--- src/sv/lug_pkg.sv ---
`timescale 1ns / 1ps
// ----------------------------------------------------------------------------
// lug_pkg
// Shared constants, types and codes of the Lehmer uniform generator.
// ----------------------------------------------------------------------------
package lug_pkg;

    localparam int STATE_BITS    = 31;
    localparam int FRACTION_BITS = 16;

    // fixed field widths
    localparam int OP_W     = 2;
    localparam int BOUND_W  = 16;
    localparam int MAG_W    = 16;
    localparam int RAW_W    = 31;
    localparam int SCALED_W = 32;
    localparam int WHOLE_W  = 17;

    // derived widths
    localparam int MOD_W  = STATE_BITS + 1;
    localparam int K_W    = MAG_W + FRACTION_BITS;
    localparam int OPB_W  = (STATE_BITS > K_W) ? STATE_BITS : K_W;
    localparam int IDX_W  = $clog2(OPB_W);
    localparam int VAL_W  = ((K_W + 2) > (SCALED_W + 1)) ? (K_W + 2) : (SCALED_W + 1);
    localparam int PICK_W = MAG_W + 2;

    // configuration port
    localparam int CFG_DATA_W = (STATE_BITS > 32) ? 64 : 32;
    localparam int STRIDE_LOG = (STATE_BITS > 32) ? 3 : 2;
    localparam int REG_IDX_W  = 2;
    localparam int PADDR_W    = STRIDE_LOG + REG_IDX_W;

    localparam logic [REG_IDX_W-1:0] REG_MULTIPLIER = 2'd0;
    localparam logic [REG_IDX_W-1:0] REG_MODULUS    = 2'd1;
    localparam logic [REG_IDX_W-1:0] REG_SEED       = 2'd2;

    localparam logic [STATE_BITS-1:0] MULT_RESET = STATE_BITS'(64'd16807);
    localparam logic [STATE_BITS-1:0] MOD_RESET  = STATE_BITS'(64'd2147483647);
    localparam logic [STATE_BITS-1:0] SEED_RESET = STATE_BITS'(64'd100);

    // operation codes
    localparam logic [OP_W-1:0] OP_RESEED  = 2'd0;
    localparam logic [OP_W-1:0] OP_UNIFORM = 2'd1;
    localparam logic [OP_W-1:0] OP_PICK    = 2'd2;

    typedef logic [OP_W-1:0]           op_t;
    typedef logic signed [BOUND_W-1:0] bound_t;
    typedef logic [RAW_W-1:0]          raw_t;
    typedef logic signed [SCALED_W-1:0] scaled_t;
    typedef logic signed [WHOLE_W-1:0] whole_t;

    typedef struct packed {
        logic [STATE_BITS-1:0] multiplier;
        logic [STATE_BITS-1:0] modulus;
        logic [STATE_BITS-1:0] seed_value;
    } lug_cfg_t;

    typedef struct packed {
        logic                  start;
        logic [STATE_BITS-1:0] a;
        logic [OPB_W-1:0]      b;
        logic [IDX_W-1:0]      top;
        logic [MOD_W-1:0]      m;
    } lug_cmd_t;

    typedef struct packed {
        logic                  busy;
        logic                  done;
        logic [STATE_BITS-1:0] rem;
        logic [OPB_W-1:0]      quot;
    } lug_stat_t;

endpackage

--- src/sv/lug_if.sv ---
`timescale 1ns / 1ps
// ----------------------------------------------------------------------------
// lug_if
// Valid/ready channels for request and result transactions.
// ----------------------------------------------------------------------------
interface lug_in_if;
    import lug_pkg::*;

    logic   valid;
    logic   ready;
    op_t    op;
    bound_t low_bound;
    bound_t high_bound;

    modport source (output valid, output op, output low_bound, output high_bound,
                    input ready);
    modport sink   (input valid, input op, input low_bound, input high_bound,
                    output ready);
endinterface

interface lug_out_if;
    import lug_pkg::*;

    logic    valid;
    logic    ready;
    raw_t    raw_state;
    scaled_t scaled_q16;
    whole_t  whole_value;

    modport source (output valid, output raw_state, output scaled_q16,
                    output whole_value, input ready);
    modport sink   (input valid, input raw_state, input scaled_q16,
                    input whole_value, output ready);
endinterface

--- src/sv/lug_cfg_regs.sv ---
`timescale 1ns / 1ps
// ----------------------------------------------------------------------------
// lug_cfg_regs
// APB register file: multiplier, modulus and seed value.
// ----------------------------------------------------------------------------
module lug_cfg_regs (
    input  logic                           clk,
    input  logic                           rst_n,
    input  logic                           psel,
    input  logic                           penable,
    input  logic                           pwrite,
    input  logic [lug_pkg::PADDR_W-1:0]    paddr,
    input  logic [lug_pkg::CFG_DATA_W-1:0] pwdata,
    output logic [lug_pkg::CFG_DATA_W-1:0] prdata,
    output logic                           pready,
    output lug_pkg::lug_cfg_t              cfg
);
    import lug_pkg::*;

    logic [STATE_BITS-1:0] mult_reg;
    logic [STATE_BITS-1:0] mod_reg;
    logic [STATE_BITS-1:0] seed_reg;
    logic [REG_IDX_W-1:0]  reg_idx;
    logic                  wr_en;

    assign reg_idx = paddr[PADDR_W-1:STRIDE_LOG];
    assign wr_en   = psel && penable && pwrite;
    assign pready  = 1'b1;

    always_ff @(posedge clk or negedge rst_n)
    begin
        if (!rst_n)
        begin
            mult_reg <= MULT_RESET;
            mod_reg  <= MOD_RESET;
            seed_reg <= SEED_RESET;
        end
        else if (wr_en)
        begin
            case (reg_idx)
                REG_MULTIPLIER: mult_reg <= STATE_BITS'(pwdata);
                REG_MODULUS:    mod_reg  <= STATE_BITS'(pwdata);
                REG_SEED:       seed_reg <= STATE_BITS'(pwdata);
                default:        ;
            endcase
        end
    end

    always_comb
    begin
        case (reg_idx)
            REG_MULTIPLIER: prdata = CFG_DATA_W'(mult_reg);
            REG_MODULUS:    prdata = CFG_DATA_W'(mod_reg);
            REG_SEED:       prdata = CFG_DATA_W'(seed_reg);
            default:        prdata = '0;
        endcase
    end

    assign cfg.multiplier = mult_reg;
    assign cfg.modulus    = mod_reg;
    assign cfg.seed_value = seed_reg;

endmodule

--- src/sv/lug_muldiv.sv ---
`timescale 1ns / 1ps
// ----------------------------------------------------------------------------
// lug_muldiv
// Bit-serial multiply with modular remainder and quotient, one bit of b per cycle.
// ----------------------------------------------------------------------------
module lug_muldiv (
    input  logic               clk,
    input  logic               rst_n,
    input  lug_pkg::lug_cmd_t  cmd,
    output lug_pkg::lug_stat_t stat
);
    import lug_pkg::*;

    logic                  busy_reg;
    logic                  done_reg;
    logic [IDX_W-1:0]      idx_reg;
    logic [STATE_BITS-1:0] r_reg;
    logic [OPB_W-1:0]      q_reg;
    logic [OPB_W-1:0]      b_reg;
    logic [STATE_BITS-1:0] a_reg;
    logic [MOD_W-1:0]      m_reg;

    logic [STATE_BITS+1:0] sum;
    logic [STATE_BITS+1:0] m1;
    logic [STATE_BITS+1:0] m2;
    logic [STATE_BITS+1:0] d1;
    logic [STATE_BITS+1:0] d2;
    logic [STATE_BITS-1:0] r_next;
    logic [1:0]            digit;
    logic [OPB_W-1:0]      q_next;

    // 2r + bit*a stays below 3m: subtract m or 2m
    always_comb
    begin
        sum = {1'b0, r_reg, 1'b0} + (b_reg[idx_reg] ? (STATE_BITS+2)'(a_reg) : '0);
        m1  = (STATE_BITS+2)'(m_reg);
        m2  = {m_reg, 1'b0};
        d1  = sum - m1;
        d2  = sum - m2;
        if (sum >= m2)
        begin
            r_next = STATE_BITS'(d2);
            digit  = 2'd2;
        end
        else if (sum >= m1)
        begin
            r_next = STATE_BITS'(d1);
            digit  = 2'd1;
        end
        else
        begin
            r_next = STATE_BITS'(sum);
            digit  = 2'd0;
        end
        q_next = {q_reg[OPB_W-2:0], 1'b0} + OPB_W'(digit);
    end

    always_ff @(posedge clk or negedge rst_n)
    begin
        if (!rst_n)
        begin
            busy_reg <= 1'b0;
            done_reg <= 1'b0;
            idx_reg  <= '0;
            r_reg    <= '0;
            q_reg    <= '0;
            b_reg    <= '0;
            a_reg    <= '0;
            m_reg    <= '0;
        end
        else if (cmd.start)
        begin
            busy_reg <= 1'b1;
            done_reg <= 1'b0;
            idx_reg  <= cmd.top;
            r_reg    <= '0;
            q_reg    <= '0;
            b_reg    <= cmd.b;
            a_reg    <= cmd.a;
            m_reg    <= cmd.m;
        end
        else if (busy_reg)
        begin
            r_reg <= r_next;
            q_reg <= q_next;
            if (idx_reg == '0)
            begin
                busy_reg <= 1'b0;
                done_reg <= 1'b1;
            end
            else
            begin
                idx_reg <= idx_reg - 1'b1;
            end
        end
        else
        begin
            done_reg <= 1'b0;
        end
    end

    assign stat.busy = busy_reg;
    assign stat.done = done_reg;
    assign stat.rem  = r_reg;
    assign stat.quot = q_reg;

endmodule

--- src/sv/lug_seq.sv ---
`timescale 1ns / 1ps
// ----------------------------------------------------------------------------
// lug_seq
// Operation sequencer: state word, unit commands, result scaling, output register.
// ----------------------------------------------------------------------------
module lug_seq (
    input  logic               clk,
    input  logic               rst_n,
    input  lug_pkg::lug_cfg_t  cfg,
    lug_in_if.sink             in_ch,
    lug_out_if.source          out_ch,
    output lug_pkg::lug_cmd_t  cmd,
    input  lug_pkg::lug_stat_t stat
);
    import lug_pkg::*;

    typedef enum logic [2:0] {
        ST_IDLE,
        ST_CHECK,
        ST_REDUCE,
        ST_MULT,
        ST_SCALE,
        ST_FINISH
    } seq_state_t;

    seq_state_t            state_reg;
    logic [STATE_BITS-1:0] cur_reg;
    op_t                   op_reg;
    bound_t                lo_reg;
    bound_t                hi_reg;
    lug_cmd_t              cmd_reg;
    logic                  out_valid_reg;
    raw_t                  raw_reg;
    scaled_t               scaled_reg;
    whole_t                whole_reg;

    logic [MOD_W-1:0]      m_eff;
    logic signed [BOUND_W:0] diff;
    logic signed [BOUND_W:0] diff_neg;
    logic [MAG_W-1:0]      dmag;
    logic signed [BOUND_W:0] hi_ext;
    logic signed [BOUND_W:0] hi_neg;
    logic [MAG_W-1:0]      hmag;
    logic [OPB_W-1:0]      scale_b;
    logic [IDX_W-1:0]      scale_top;
    logic signed [VAL_W-1:0] lo_shift;
    logic signed [VAL_W-1:0] q_val;
    logic signed [VAL_W-1:0] val;
    logic [VAL_W-SCALED_W:0] val_hi;
    scaled_t               scaled_res;
    logic signed [PICK_W-1:0] base;
    logic signed [PICK_W-1:0] pick;
    logic                  rem_nz;
    logic                  out_free;

    assign m_eff = (cfg.modulus == '0) ? (MOD_W'(1) << STATE_BITS) : MOD_W'(cfg.modulus);

    always_comb
    begin
        diff     = (BOUND_W+1)'(hi_reg) - (BOUND_W+1)'(lo_reg);
        diff_neg = -diff;
        dmag     = diff[BOUND_W] ? MAG_W'(diff_neg) : MAG_W'(diff);
        hi_ext   = (BOUND_W+1)'(hi_reg);
        hi_neg   = -hi_ext;
        hmag     = hi_reg[BOUND_W-1] ? MAG_W'(hi_neg) : MAG_W'(hi_ext);
        if (op_reg == OP_UNIFORM)
        begin
            scale_b   = OPB_W'({dmag, {FRACTION_BITS{1'b0}}});
            scale_top = IDX_W'(K_W - 1);
        end
        else
        begin
            scale_b   = OPB_W'(hmag);
            scale_top = IDX_W'(MAG_W - 1);
        end
    end

    // uniform draw: low*2^F +/- quotient, saturated
    always_comb
    begin
        lo_shift = VAL_W'(lo_reg) <<< FRACTION_BITS;
        q_val    = VAL_W'(stat.quot[K_W-1:0]);
        val      = diff[BOUND_W] ? (lo_shift - q_val) : (lo_shift + q_val);
        val_hi   = val[VAL_W-1:SCALED_W-1];
        if (!val[VAL_W-1] && (|val_hi))
            scaled_res = {1'b0, {(SCALED_W-1){1'b1}}};
        else if (val[VAL_W-1] && !(&val_hi))
            scaled_res = {1'b1, {(SCALED_W-1){1'b0}}};
        else
            scaled_res = SCALED_W'(val);
    end

    // integer pick, truncated toward zero
    always_comb
    begin
        rem_nz = (stat.rem != '0);
        if (!hi_reg[BOUND_W-1])
        begin
            base = PICK_W'(lo_reg) + PICK_W'(stat.quot[MAG_W-1:0]);
            pick = (base[PICK_W-1] && rem_nz) ? base + PICK_W'(1) : base;
        end
        else
        begin
            base = PICK_W'(lo_reg) - PICK_W'(stat.quot[MAG_W-1:0]);
            pick = (!base[PICK_W-1] && (base != '0) && rem_nz) ? base - PICK_W'(1) : base;
        end
    end

    assign out_free = !out_valid_reg || out_ch.ready;

    always_ff @(posedge clk or negedge rst_n)
    begin
        if (!rst_n)
        begin
            state_reg     <= ST_IDLE;
            cur_reg       <= SEED_RESET;
            op_reg        <= OP_RESEED;
            lo_reg        <= '0;
            hi_reg        <= '0;
            cmd_reg       <= '0;
            out_valid_reg <= 1'b0;
            raw_reg       <= '0;
            scaled_reg    <= '0;
            whole_reg     <= '0;
        end
        else
        begin
            cmd_reg.start <= (state_reg == ST_CHECK) ||
                             (((state_reg == ST_REDUCE) || (state_reg == ST_MULT)) && stat.done);
            if ((state_reg == ST_FINISH) && out_free)
                out_valid_reg <= 1'b1;
            else if (out_valid_reg && out_ch.ready)
                out_valid_reg <= 1'b0;

            case (state_reg)
                ST_IDLE:
                begin
                    if (in_ch.valid)
                    begin
                        op_reg <= in_ch.op;
                        lo_reg <= in_ch.low_bound;
                        hi_reg <= in_ch.high_bound;
                        case (in_ch.op)
                            OP_RESEED:
                            begin
                                cur_reg   <= cfg.seed_value;
                                state_reg <= ST_FINISH;
                            end
                            OP_UNIFORM, OP_PICK: state_reg <= ST_CHECK;
                            default:             state_reg <= ST_FINISH;
                        endcase
                    end
                end
                ST_CHECK:
                begin
                    cmd_reg.m     <= m_eff;
                    cmd_reg.top   <= IDX_W'(STATE_BITS - 1);
                    if (MOD_W'(cur_reg) >= m_eff)
                    begin
                        // bring the state below the modulus first
                        cmd_reg.a <= STATE_BITS'(1);
                        cmd_reg.b <= OPB_W'(cur_reg);
                        state_reg <= ST_REDUCE;
                    end
                    else
                    begin
                        cmd_reg.a <= cur_reg;
                        cmd_reg.b <= OPB_W'(cfg.multiplier);
                        state_reg <= ST_MULT;
                    end
                end
                ST_REDUCE:
                begin
                    if (stat.done)
                    begin
                        cmd_reg.a     <= stat.rem;
                        cmd_reg.b     <= OPB_W'(cfg.multiplier);
                        cmd_reg.top   <= IDX_W'(STATE_BITS - 1);
                        state_reg     <= ST_MULT;
                    end
                end
                ST_MULT:
                begin
                    if (stat.done)
                    begin
                        cur_reg       <= stat.rem;
                        cmd_reg.a     <= stat.rem;
                        cmd_reg.b     <= scale_b;
                        cmd_reg.top   <= scale_top;
                        state_reg     <= ST_SCALE;
                    end
                end
                ST_SCALE:
                begin
                    if (stat.done)
                        state_reg <= ST_FINISH;
                end
                ST_FINISH:
                begin
                    if (out_free)
                    begin
                        raw_reg       <= RAW_W'(cur_reg);
                        scaled_reg    <= (op_reg == OP_UNIFORM) ? scaled_res : '0;
                        whole_reg     <= (op_reg == OP_PICK) ? WHOLE_W'(pick) : '0;
                        state_reg     <= ST_IDLE;
                    end
                end
                default: state_reg <= ST_IDLE;
            endcase
        end
    end

    assign in_ch.ready        = (state_reg == ST_IDLE);
    assign out_ch.valid       = out_valid_reg;
    assign out_ch.raw_state   = raw_reg;
    assign out_ch.scaled_q16  = scaled_reg;
    assign out_ch.whole_value = whole_reg;
    assign cmd                = cmd_reg;

endmodule

--- src/sv/lehmer_uniform_generator.sv ---
`timescale 1ns / 1ps
// ----------------------------------------------------------------------------
// lehmer_uniform_generator
// Park-Miller style multiplicative generator with scaled and integer draws.
// ----------------------------------------------------------------------------
// One transaction is worked at a time. A reseed or an unused op code goes from
// acceptance straight to the finishing state. A uniform draw or an integer pick
// runs a state-update pass and then a scaling pass, with a reduction pass first
// when the stored state is not below the modulus. Each pass runs on the single
// remainder/quotient step unit, which consumes one bit of its multiplier operand
// per cycle: STATE_BITS bits for the state update, then 16 + FRACTION_BITS bits
// (uniform) or 16 bits (pick) for the scaling. A finished result waits in the
// output register while the next request is already taken.
module lehmer_uniform_generator (
    input  logic                           clk,
    input  logic                           rst_n,
    lug_in_if.sink                         in_ch,
    lug_out_if.source                      out_ch,
    input  logic                           psel,
    input  logic                           penable,
    input  logic                           pwrite,
    input  logic [lug_pkg::PADDR_W-1:0]    paddr,
    input  logic [lug_pkg::CFG_DATA_W-1:0] pwdata,
    output logic [lug_pkg::CFG_DATA_W-1:0] prdata,
    output logic                           pready
);
    import lug_pkg::*;

    lug_cfg_t  cfg;
    lug_cmd_t  cmd;
    lug_stat_t stat;

    lug_cfg_regs u_cfg_regs (
        .clk     (clk),
        .rst_n   (rst_n),
        .psel    (psel),
        .penable (penable),
        .pwrite  (pwrite),
        .paddr   (paddr),
        .pwdata  (pwdata),
        .prdata  (prdata),
        .pready  (pready),
        .cfg     (cfg)
    );

    lug_muldiv u_muldiv (
        .clk   (clk),
        .rst_n (rst_n),
        .cmd   (cmd),
        .stat  (stat)
    );

    lug_seq u_seq (
        .clk    (clk),
        .rst_n  (rst_n),
        .cfg    (cfg),
        .in_ch  (in_ch),
        .out_ch (out_ch),
        .cmd    (cmd),
        .stat   (stat)
    );

    // no new transaction while the step unit is running
    a_ready_idle_unit: assert property (@(posedge clk) disable iff (!rst_n)
        in_ch.ready |-> !stat.busy)
        else $error("request accepted while step unit busy");

    a_start_busy: assert property (@(posedge clk) disable iff (!rst_n)
        cmd.start |=> stat.busy)
        else $error("step unit did not start");

    a_done_after_busy: assert property (@(posedge clk) disable iff (!rst_n)
        stat.done |-> $past(stat.busy))
        else $error("step unit done without running");

endmodule
--- src/flat_wrapper.sv ---
// flat-port wrapper written by rule: the top's interface ports become plain ports
module lehmer_uniform_generator_flat import lug_pkg::*;
  (clk, rst_n, psel, penable, pwrite, paddr, pwdata, prdata, pready, in_ch_valid, in_ch_op, in_ch_low_bound, in_ch_high_bound, in_ch_ready, out_ch_valid, out_ch_raw_state, out_ch_scaled_q16, out_ch_whole_value, out_ch_ready);
  lug_in_if in_ch_i ();
  lug_out_if out_ch_i ();
  input  logic clk;
  input  logic rst_n;
  input  logic psel;
  input  logic penable;
  input  logic pwrite;
  input  logic [lug_pkg::PADDR_W-1:0] paddr;
  input  logic [lug_pkg::CFG_DATA_W-1:0] pwdata;
  output logic [lug_pkg::CFG_DATA_W-1:0] prdata;
  output logic pready;
  input wire logic [$bits(in_ch_i.valid)-1:0] in_ch_valid;
  input wire logic [$bits(in_ch_i.op)-1:0] in_ch_op;
  input wire logic [$bits(in_ch_i.low_bound)-1:0] in_ch_low_bound;
  input wire logic [$bits(in_ch_i.high_bound)-1:0] in_ch_high_bound;
  output wire logic [$bits(in_ch_i.ready)-1:0] in_ch_ready;
  output wire logic [$bits(out_ch_i.valid)-1:0] out_ch_valid;
  output wire logic [$bits(out_ch_i.raw_state)-1:0] out_ch_raw_state;
  output wire logic [$bits(out_ch_i.scaled_q16)-1:0] out_ch_scaled_q16;
  output wire logic [$bits(out_ch_i.whole_value)-1:0] out_ch_whole_value;
  input wire logic [$bits(out_ch_i.ready)-1:0] out_ch_ready;
  assign in_ch_i.valid = in_ch_valid;
  assign in_ch_i.op = in_ch_op;
  assign in_ch_i.low_bound = in_ch_low_bound;
  assign in_ch_i.high_bound = in_ch_high_bound;
  assign in_ch_ready = in_ch_i.ready;
  assign out_ch_valid = out_ch_i.valid;
  assign out_ch_raw_state = out_ch_i.raw_state;
  assign out_ch_scaled_q16 = out_ch_i.scaled_q16;
  assign out_ch_whole_value = out_ch_i.whole_value;
  assign out_ch_i.ready = out_ch_ready;
  lehmer_uniform_generator u_core (.clk(clk), .rst_n(rst_n), .in_ch(in_ch_i), .out_ch(out_ch_i), .psel(psel), .penable(penable), .pwrite(pwrite), .paddr(paddr), .pwdata(pwdata), .prdata(prdata), .pready(pready));
endmodule
--- config.mk ---
export PLATFORM = sky130hd
export DESIGN_NAME = lehmer_uniform_generator_flat
export DESIGN_NICKNAME = d
export VERILOG_FILES = /design/src/sv/lug_pkg.sv /design/src/sv/lug_if.sv /design/src/sv/lug_cfg_regs.sv /design/src/sv/lug_muldiv.sv /design/src/sv/lug_seq.sv /design/src/sv/lehmer_uniform_generator.sv /design/src/flat_wrapper.sv
export SDC_FILE = /design/constraint.sdc
export NUM_CORES = 1
export LEC_CHECK = 0
export CAP_MARGIN = 20
export CORE_MARGIN = 2
export CORE_UTILIZATION = 40
export DETAILED_ROUTE_END_ITERATION = 16
export DONT_BUFFER_PORTS = 1
export GPL_TIMING_DRIVEN = 0
export PLACE_DENSITY = 0.6
export SYNTH_ARGS = -nofsm -noshare
export SYNTH_HDL_FRONTEND = slang
export SYNTH_SLANG_ARGS = --single-unit
--- constraint.sdc ---
create_clock -name clk -period 8 [get_ports clk]
set_input_delay 0.8 -clock clk [delete_from_list [all_inputs] [get_ports clk]]
set_output_delay 0.8 -clock clk [all_outputs]
set_load 0.005 [all_outputs]
After elaboration in Yosys (flattened, before gate mapping)
Cells that the tools add are included.
{"block": "word_totals", "reg_bits": 508}
{"block": "op_classes", "eq_ne": 19, "n_lt_le_gt_ge": 4, "n_mux": 52, "add_sub_neg": 14, "reduce_logical": 40}
{"cell": "two-way mux 31 bit", "n": 8}
{"cell": "two-way mux 32 bit", "n": 7}
{"cell": "case mux 68 bit (3 select lines)", "n": 1}
{"cell": "two-way mux 68 bit", "n": 2}
{"cell": "case mux 31 bit (3 select lines)", "n": 1}
{"cell": "two-way mux 17 bit", "n": 4}
{"cell": "two-way mux 63 bit", "n": 1}
{"cell": "case mux 31 bit (2 select lines)", "n": 1}
{"cell": "subtractor 31 bit", "n": 2}
{"cell": "adder 32 x 33 -> 34 bit", "n": 1}
{"cell": "two-way mux 34 bit", "n": 1}
{"cell": "subtractor 32 x 33 -> 34 bit", "n": 1}
{"cell": "adder 32 x 31 -> 33 bit", "n": 1}
{"cell": ">= comparator 33 x 32 -> 1 bit", "n": 1}
{"cell": ">= comparator 33 bit", "n": 1}
{"cell": "adder 32 x 2 -> 32 bit", "n": 1}
{"cell": ">= comparator 31 x 32 -> 1 bit", "n": 1}
{"cell": "two-way mux 16 bit", "n": 2}
{"cell": "negation 16 bit", "n": 2}
{"cell": "zero test 31 bit", "n": 1}
{"cell": "nonzero test 31 bit", "n": 1}
{"cell": "two-way mux 5 bit", "n": 4}
{"cell": "adder 16 x 17 -> 18 bit", "n": 1}
{"cell": "two-way mux 3 bit", "n": 6}
{"cell": "other kinds (33)", "n": 77}

Logic depth before layout (Yosys ltp)
Gate-level depths: netlist (run 1).
{"block": "logic_depth", "ltp_word": 10, "ltp_mapped": 36}

Cells and area by module
Synthesis (run 1) repeated with hierarchy kept, for this count alone.
{"block": "unflattened", "hier_cells": 3640, "hier_area_um2": 34366.7}
{"mod": "lug_seq", "area_per_inst_um2": 17700.7, "n_inst": 1, "cells_each": 1974}
{"mod": "lug_muldiv", "area_per_inst_um2": 12374.4, "n_inst": 1, "cells_each": 1358}
{"mod": "lug_cfg_regs", "area_per_inst_um2": 4291.6, "n_inst": 1, "cells_each": 308}

Worst setup path before layout (run 1)
Ideal clock, no wire load.
{"block": "synth_timing", "path_type": "register to register", "startpoint": "register u_core.u_muldiv.idx_reg[1]", "endpoint": "register u_core.u_muldiv.q_reg[29]", "slack_ps": 358, "setup_ps": 99, "stages_incl_launch_ff": 35, "arrival_ps": 7543, "cell_sequence": "dfrtp_1 -> clkbuf_1 -> buf_2 -> mux4_2 -> o211ai_1 -> nand4_1 -> clkbuf_1 -> and2_1 -> ha_1 -> fa_1 -> a211oi_1 -> o32a_1 -> o211ai_1 -> o22a_1 -> a311oi_1 -> o31ai_1 -> a31oi_1 -> o21ai_0 -> xnor2_1 -> ha_1 -> nand3_1 -> nor2_1 -> nand3_1 -> a2111oi_0 -> o32ai_2 -> inv_2 -> buf_2 -> ha_1 -> ha_1 -> nand2_1 -> nor3_1 -> nand2_1 -> or3_1 -> or3_1 -> a311oi_1"}
{"block": "synth_between", "elab_chain_len": 10, "elab_cells_between_ends": 11, "classes_between": "2 x add/sub; 2 x order compare; 7 x mux"}
{"element": "start: declaration", "line": "lug_muldiv.sv:16", "rtl": "logic [IDX_W-1:0] idx_reg;"}
{"element": "start signal: assignment", "line": "lug_muldiv.sv:75", "rtl": "idx_reg <= cmd.top;"}
{"element": "start signal: assignment", "line": "lug_muldiv.sv:93", "rtl": "idx_reg <= idx_reg - 1'b1;"}
{"element": "binary-select mux 1 bit (select 5 bit) *", "line": "lug_muldiv.sv:35", "rtl": "sum = {1'b0, r_reg, 1'b0} + (b_reg[idx_reg] ? (STATE_BITS+2)'(a_reg) : '0);"}
{"element": "two-way mux 1 bit (implied by the code) *", "line": "lug_muldiv.sv:35"}
{"element": "two-way mux 31 bit *", "line": "lug_muldiv.sv:35"}
{"element": "adder 32 x 31 -> 33 bit *", "line": "lug_muldiv.sv:35"}
{"element": ">= comparator 33 x 32 -> 1 bit", "line": "lug_muldiv.sv:45", "rtl": "else if (sum >= m1)"}
{"element": "two-way mux 1 bit", "line": "lug_muldiv.sv:45"}
{"element": "two-way mux 2 bit *", "line": "lug_muldiv.sv:40", "rtl": "if (sum >= m2)"}
{"element": "adder 32 x 2 -> 32 bit *", "line": "lug_muldiv.sv:55", "rtl": "q_next = {q_reg[OPB_W-2:0], 1'b0} + OPB_W'(digit);"}
{"element": "two-way mux 32 bit *", "line": "lug_muldiv.sv:82", "rtl": "else if (busy_reg)"}
{"element": "two-way mux 32 bit *", "line": "lug_muldiv.sv:71", "rtl": "else if (cmd.start)"}
{"element": "end signal: assignment", "line": "lug_muldiv.sv:85", "rtl": "q_reg <= q_next;"}
{"element": "end: declaration", "line": "lug_muldiv.sv:18", "rtl": "logic [OPB_W-1:0] q_reg;"}
Every way passes the cells marked *; elsewhere a longest branch is shown, timed or not. The select of a mux whose other input is x is not followed.
A chain may end at the register's enable or synchronous reset.

Worst setup path after layout (run 1)
{"block": "layout_timing", "startpoint": "register u_core.u_muldiv.idx_reg[0]", "endpoint": "register u_core.u_muldiv.q_reg[29]"}
Same word-level chain as after synthesis.

==> impl_metrics.py, run 1 <==
metrics = {
    "synth": {
        "synth_area_leaders": "dfrtp_1 (34%), ha_1 (8.0%), mux2_2 (8.0%), xnor2_1 (4.1%), nand2_1 (4.0%)",
        "synthCells": 3629,
        "synth_cell_type_count": 109,
        "yosysTopAreaCell": "dfrtp_1",
        "yosys_most_used_dff": "dfrtp_1",
        "yosysTopAreaCellShare": 0.339,
        "syn_nets": 3932,
        "syn_area_um2": 34100,
        "ys_warn_count": 0,
        "avgSynthCellArea_um2": 9.40,
        "synth_seq_cells": 506,
        "synthArstFlopShare": 1.00,
        "synth_edf_count": 0,
        "yosysSeqAreaShare": 0.373,
    },
    "sta": {
        "fin_crit_sh": 0.973,
        "whs_ps": -166,
        "finalSetupViolCount": 0,
        "slew_headroom": -0.568,
        "clock.fmax_mhz": 128,
        "finalHoldViolations": 13,
        "worstMarginPinSlew_ps": 2350,
        "min_period_ps": 7780,
        "clock_skew_ps": 42.6,
        "maxSlewViolCount": 463,
    },
    "route": {
        "drtAntennaViolNets": 0,
        "drt_wl_total_um": 124000,
        "vias": 29700,
        "avgViaCountPerCell": 6.03,
        "routedWlPerCell_um": 25.3,
        "dr.pass1.iters": 5,
        "drc": 0,
        "drt_iter0_drc": 2962,
    },
    "cells_and_area": {
        "final_cell_count_no_fill": 4921,
        "layout_common_cells": "dfrtp_1 (461), nand2_1 (358), nor2_1 (242)",
        "final_common_cell": "dfrtp_1",
        "drive_above_1_share": 0.148,
        "design_area_um2": 38200,
        "area_growth_pct": 12.2,
        "nets": 4030,
        "largest_reg_flops": 99,
    },
    "setup_path": {
        "cp-start-kind": "register",
        "worst-path-max-fanout": 10,
        "slowest_stage": "mux4_2",
        "path_class": "reg2reg",
        "crit_arrival_ps": 8350,
        "critPathMaxStageDelay_ps": 540,
        "cp-end-kind": "register",
        "crit_required_ps": 8570,
        "cp_common_cell": "buf_6",
    },
    "placed_design": {
        "port_buffers": 0,
        "dp_hpwl_um": 96200,
        "dpl.cell_count": 4774,
        "place_area_um2": 35500,
        "globalplace.congestion": 0.950,
    },
    "hold_path": {
        "hold_path_class": "in2async",
    },
    "clock_tree": {
        "clk_latency_ps": 670,
        "cts_sinks": 506,
        "clk_pin_slew_ps": 60,
        "cts_max_level": 2,
        "cts_tree": "done",
        "cts_root_buffer": "clkbuf_16",
        "cts_max_path_buffers": 3,
        "cts_buffers": 59,
    },
    "floorplan": {
        "dieWidth_um": 296,
        "design.die.area_um2": 87600,
        "die_h_um": 296,
        "core_area_um2": 84900,
        "row_count": 107,
        "io-pin-count": 192,
        "start_util": 0.402,
    },
    "global_route": {
        "grt_antenna_before_repair": 5,
        "grt_pass1_wl_um": 184000,
        "grt_max_degree": 507,
        "first_global_vias": 28100,
        "overflow": 0,
        "track_usage": 0.280,
    },
    "outcome": {
        "violations": "negative hold slack, max-slew violations",
        "run_status": "complete, but fails checks",
    },
    "job": {
        "cap_violations": 0,
    },
}
==> area by class of cell <==
type,instances,area (um2)
fillers,8401,46600
multi-input cells,2749,20000
flip-flops and latches,506,12700
clock buffers,77,1600
well taps,1144,1430
plain buffers,197,1060
inverters,176,664
clock inverters,30,447
repair buffers,38,289
diodes,4,10.0
==> cell usage after synthesis, types with 17 or more instances <==
cell       number
dfrtp_1       462
nand2_1       360
nor2_1        244
mux2_2        241
ha_1          219
o21ai_0       218
inv_1         172
a21oi_1       171
xnor2_1       160
clkbuf_1      142
nand3_1        89
nor3_1         78
a21o_1         76
a31oi_1        63
xor2_1         62
a211oi_1       56
mux2i_1        55
and2_1         45
dfstp_2        44
nand2b_1       42
nor2b_1        36
a221o_1        33
a2bb2oi_1      32
nand4_1        30
nor4_1         27
o31ai_1        27
or3_1          25
o211ai_1       21
o21a_1         19
a221oi_1       18
a41oi_1        17
==> logic make-up after synthesis <==
family | after synthesis | share of synthesized area
multiplexers | 308 | 0.101
XOR/XNOR | 222 | 0.0570
flip-flops | 506 | 0.373
buffers and inverters | 374 | 0.0495
adder cells (fa/ha/maj) | 226 | 0.0845
AND/OR/NAND/NOR | 1058 | 0.148
AO/OA/AOI/OAI | 933 | 0.186
other | 2 | 0.000220
==> metrics by stage <==
step	setup TNS [ps]	setup slack, ps	hold slack (ps)	utilization
after floorplan	0	358	435	-
after detailed placement	-94000	-2960	460	0.419
final	0	216	-166	0.451
after CTS	0	11.9	-171	0.447
after global routing	-54.4	-22.2	-175	0.450
after global placement	-90580	-2900	454	0.419
==> worst max-delay path, delay by kind of cell, from the launching register on <==
family          cells  cell delay (ps)
buf+inv             6              800
mux                 2              830
compound gates     10             2600
fa+ha+maj           5             1170
simple gates       11             1860
flops               1              340
xor+xnor            1              110
==> repair_timing <==
action | 4_1_cts | 5_1_grt
hold endpoints to repair | 462 | 328
gates resized for setup | 42 | 43
setup buffers | 20 | 15
setup endpoints to repair | 63 | 36
pin swaps | 22 | 27
==> worst paths after layout <==
kind | start | endpoint | slack, ps | cells past startpoint
setup / recovery | u_core.u_muldiv.idx_reg[0]$_DFFE_PN0P_ | u_core.u_muldiv.q_reg[29]$_DFFE_PN0P_ | 220 | 35
hold / removal | rst_n | u_core.u_seq.out_ch.scaled_q16[25]$_DFFE_PN0P_ | -170 | 0
setup reg to reg | u_core.u_muldiv.idx_reg[0]$_DFFE_PN0P_ | u_core.u_muldiv.q_reg[29]$_DFFE_PN0P_ | 220 | 35
hold reg to reg | u_core.u_seq.cmd[83]$_DFFE_PN0P_ | u_core.u_seq.cmd[83]$_DFFE_PN0P_ | 480 | 2
max in group asynchronous | rst_n | u_core.u_seq.state_reg[1]$_DFFE_PN0P_ | 6290 | 0
min in group clk | pwdata[24] | u_core.u_cfg_regs.seed_reg[24]$_DFFE_PN0P_ | 280 | 1
==> layer usage <==
layer | wire, um | global-route usage
met2 | 53900 | 0.424
met4 | 4330 | 0.0892
met5 | 41 | 0
met3 | 12600 | 0.0801
met1 | 53500 | 0.384
Power of run 1 is left out: the tool's default activity adds up to more than one toggle a clock period on the data nets, which glitch-free logic cannot reach.
==> run 2, diff against run 1 <==
Settings changed: CORE_UTILIZATION 40 to 45, PLACE_DENSITY 0.6 to 0.66, SLEW_MARGIN set to 20.
==> run 2 against run 1 <==
Effect of this change:
- the run ends with max-slew violations left
- non-clock buffer count rose by 1
- setup slack got worse by 60 ps
- register-to-register slack got worse by 60 ps
- critical path depth rose by 1
- cell count fell by 3.6%
==> impl_metrics.py, run 2 (synthesized netlist as in run 1, its figures left out) <==
metrics = {
    "sta": {
        "min_period_ps": 7840,
        "worstMarginPinSlew_ps": 2150,
        "maxSlewViolCount": 285,
        "slew_headroom": -0.437,
        "fin_crit_sh": 0.981,
        "rsz0062_at_grt": "yes",
        "clock_skew_ps": 43.1,
        "finalSetupViolCount": 0,
        "tns_ps": 0,
        "clock.fmax_mhz": 127,
        "finalHoldViolations": 0,
    },
    "route": {
        "drc": 0,
        "dr.pass1.iters": 7,
        "vias": 29600,
        "drt_iter0_drc": 3484,
        "routedWlPerCell_um": 25.8,
        "drtAntennaViolNets": 0,
        "drt_wl_total_um": 123000,
        "avgViaCountPerCell": 6.24,
    },
    "cells_and_area": {
        "nets": 4029,
        "drive_above_1_share": 0.148,
        "layout_common_cells": "dfrtp_1 (461), nand2_1 (358), nor2_1 (242)",
        "largest_reg_flops": 99,
        "area_growth_pct": 11.6,
        "design_area_um2": 38000,
        "final_common_cell": "dfrtp_1",
    },
    "placed_design": {
        "place_area_um2": 35300,
        "dp_hpwl_um": 93200,
        "globalplace.congestion": 0.973,
        "port_buffers": 0,
    },
    "clock_tree": {
        "cts_root_buffer": "clkbuf_16",
        "cts_tree": "done",
        "cts_sinks": 506,
        "cts_max_level": 2,
        "clk_pin_slew_ps": 60,
        "clk_latency_ps": 660,
        "cts_max_path_buffers": 3,
        "cts_buffers": 57,
    },
    "floorplan": {
        "io-pin-count": 192,
        "dieWidth_um": 279,
        "row_count": 100,
        "start_util": 0.456,
        "design.die.area_um2": 78000,
        "core_area_um2": 74700,
        "die_h_um": 279,
    },
    "setup_path": {
        "cp_common_cell": "buf_4",
        "reg2reg_to": "u_core.u_muldiv.q_reg[29]$_DFFE_PN0P_",
        "r2r_start": "u_core.u_muldiv.idx_reg[2]$_DFFE_PN0P_",
        "crit_required_ps": 8560,
        "ff2ff_path_depth": 36,
        "worst-path-max-fanout": 10,
        "path_class": "reg2reg",
        "cp-end-kind": "register",
        "slowest_stage": "a2111oi_1",
        "crit_arrival_ps": 8400,
        "r2r_setup_slack_ps": 160,
        "cp-start-kind": "register",
        "critPathMaxStageDelay_ps": 480,
    },
    "global_route": {
        "track_usage": 0.302,
        "first_global_vias": 28100,
        "grt_max_degree": 507,
        "grt.busiest_layer": "met2",
        "grt_pass1_wl_um": 179000,
        "grt_antenna_before_repair": 3,
        "use_met2": 0.464,
        "use_met3": 0.0872,
        "use_met1": 0.413,
        "overflow": 0,
    },
    "outcome": {
        "violations": "max-slew violations",
        "run_status": "complete, but fails checks",
    },
    "job": {
        "cap_violations": 0,
    },
    "hold_path": {
        "hold_path_class": "in2async",
    },
}
## run 2: changes by cell type in the layout (fill, tap and decap cells not counted), moves of 3 or more
cell	before	now
ha_1	212	215
inv_16	0	3
clkinv_2	9	12
clkbuf_8	17	27
## run 2: worst max-delay path: cells and delay by family, from the launching register on
kind / cells / cell delay, ps
AND/OR/NAND/NOR: 12 / 2280
XOR/XNOR: 1 / 120
AO/OA/AOI/OAI: 10 / 2400
flip-flops: 1 / 440
buffers and inverters: 9 / 1570
adder cells (fa/ha/maj): 4 / 930
## run 2: routing by layer
| metal | routed length, um | vias up |
|---|---|---|
| met4 | 3890 | 2 |
| met2 | 52800 | 1359 |
| met5 | 13 | - |
| met1 | 52200 | 14700 |
| met3 | 13700 | 208 |
| li1 | - | 13300 |
## run 2: worst max path at each step
stage	from	end	slack [ps]
2_1_floorplan	u_core.u_muldiv.idx_reg[1]$_DFFE_PN0P_	u_core.u_muldiv.q_reg[29]$_DFFE_PN0P_	360
3_3_place_gp	u_core.u_muldiv.idx_reg[1]$_DFFE_PN0P_	u_core.u_muldiv.q_reg[29]$_DFFE_PN0P_	-2840
3_5_place_dp	u_core.u_muldiv.idx_reg[1]$_DFFE_PN0P_	u_core.u_muldiv.q_reg[29]$_DFFE_PN0P_	-2260
4_1_cts	u_core.u_muldiv.idx_reg[0]$_DFFE_PN0P_	u_core.u_muldiv.q_reg[29]$_DFFE_PN0P_	4
5_1_grt	u_core.u_muldiv.idx_reg[2]$_DFFE_PN0P_	u_core.u_muldiv.q_reg[29]$_DFFE_PN0P_	-50
6_report	u_core.u_muldiv.idx_reg[2]$_DFFE_PN0P_	u_core.u_muldiv.q_reg[29]$_DFFE_PN0P_	160
## run 2: repair_timing
action,4_1_cts,5_1_grt
cloned,0,0
hold endpoints to repair,462,309
setup buffers,19,12
pin swaps,24,18
endpoints found under the setup margin,63,30
resized for setup,42,32
## run 2: final cells by class
type | count | area [um2]
fill | 6903 | 36700
sequential | 506 | 12700
clock buffer | 81 | 1670
antenna | 2 | 5.00
buffer | 197 | 1060
tap | 969 | 1210
clock inverter | 27 | 370
timing repair buffer | 39 | 367
multi-input combinational | 2749 | 20000
inverter | 176 | 664
## run 2: through the flow
stage          hold slack (ps)  setup slack (ps)  cells  utilization
2_1_floorplan              435               358   3629            -
3_3_place_gp               454             -2840   4598        0.473
3_5_place_dp               458             -2260   4600        0.473
4_1_cts                   -167              4.19   4726        0.504
5_1_grt                    162             -47.8   4746        0.509
6_report                  7.10               155   4746        0.509
Power of run 2 is left out for the same reason.
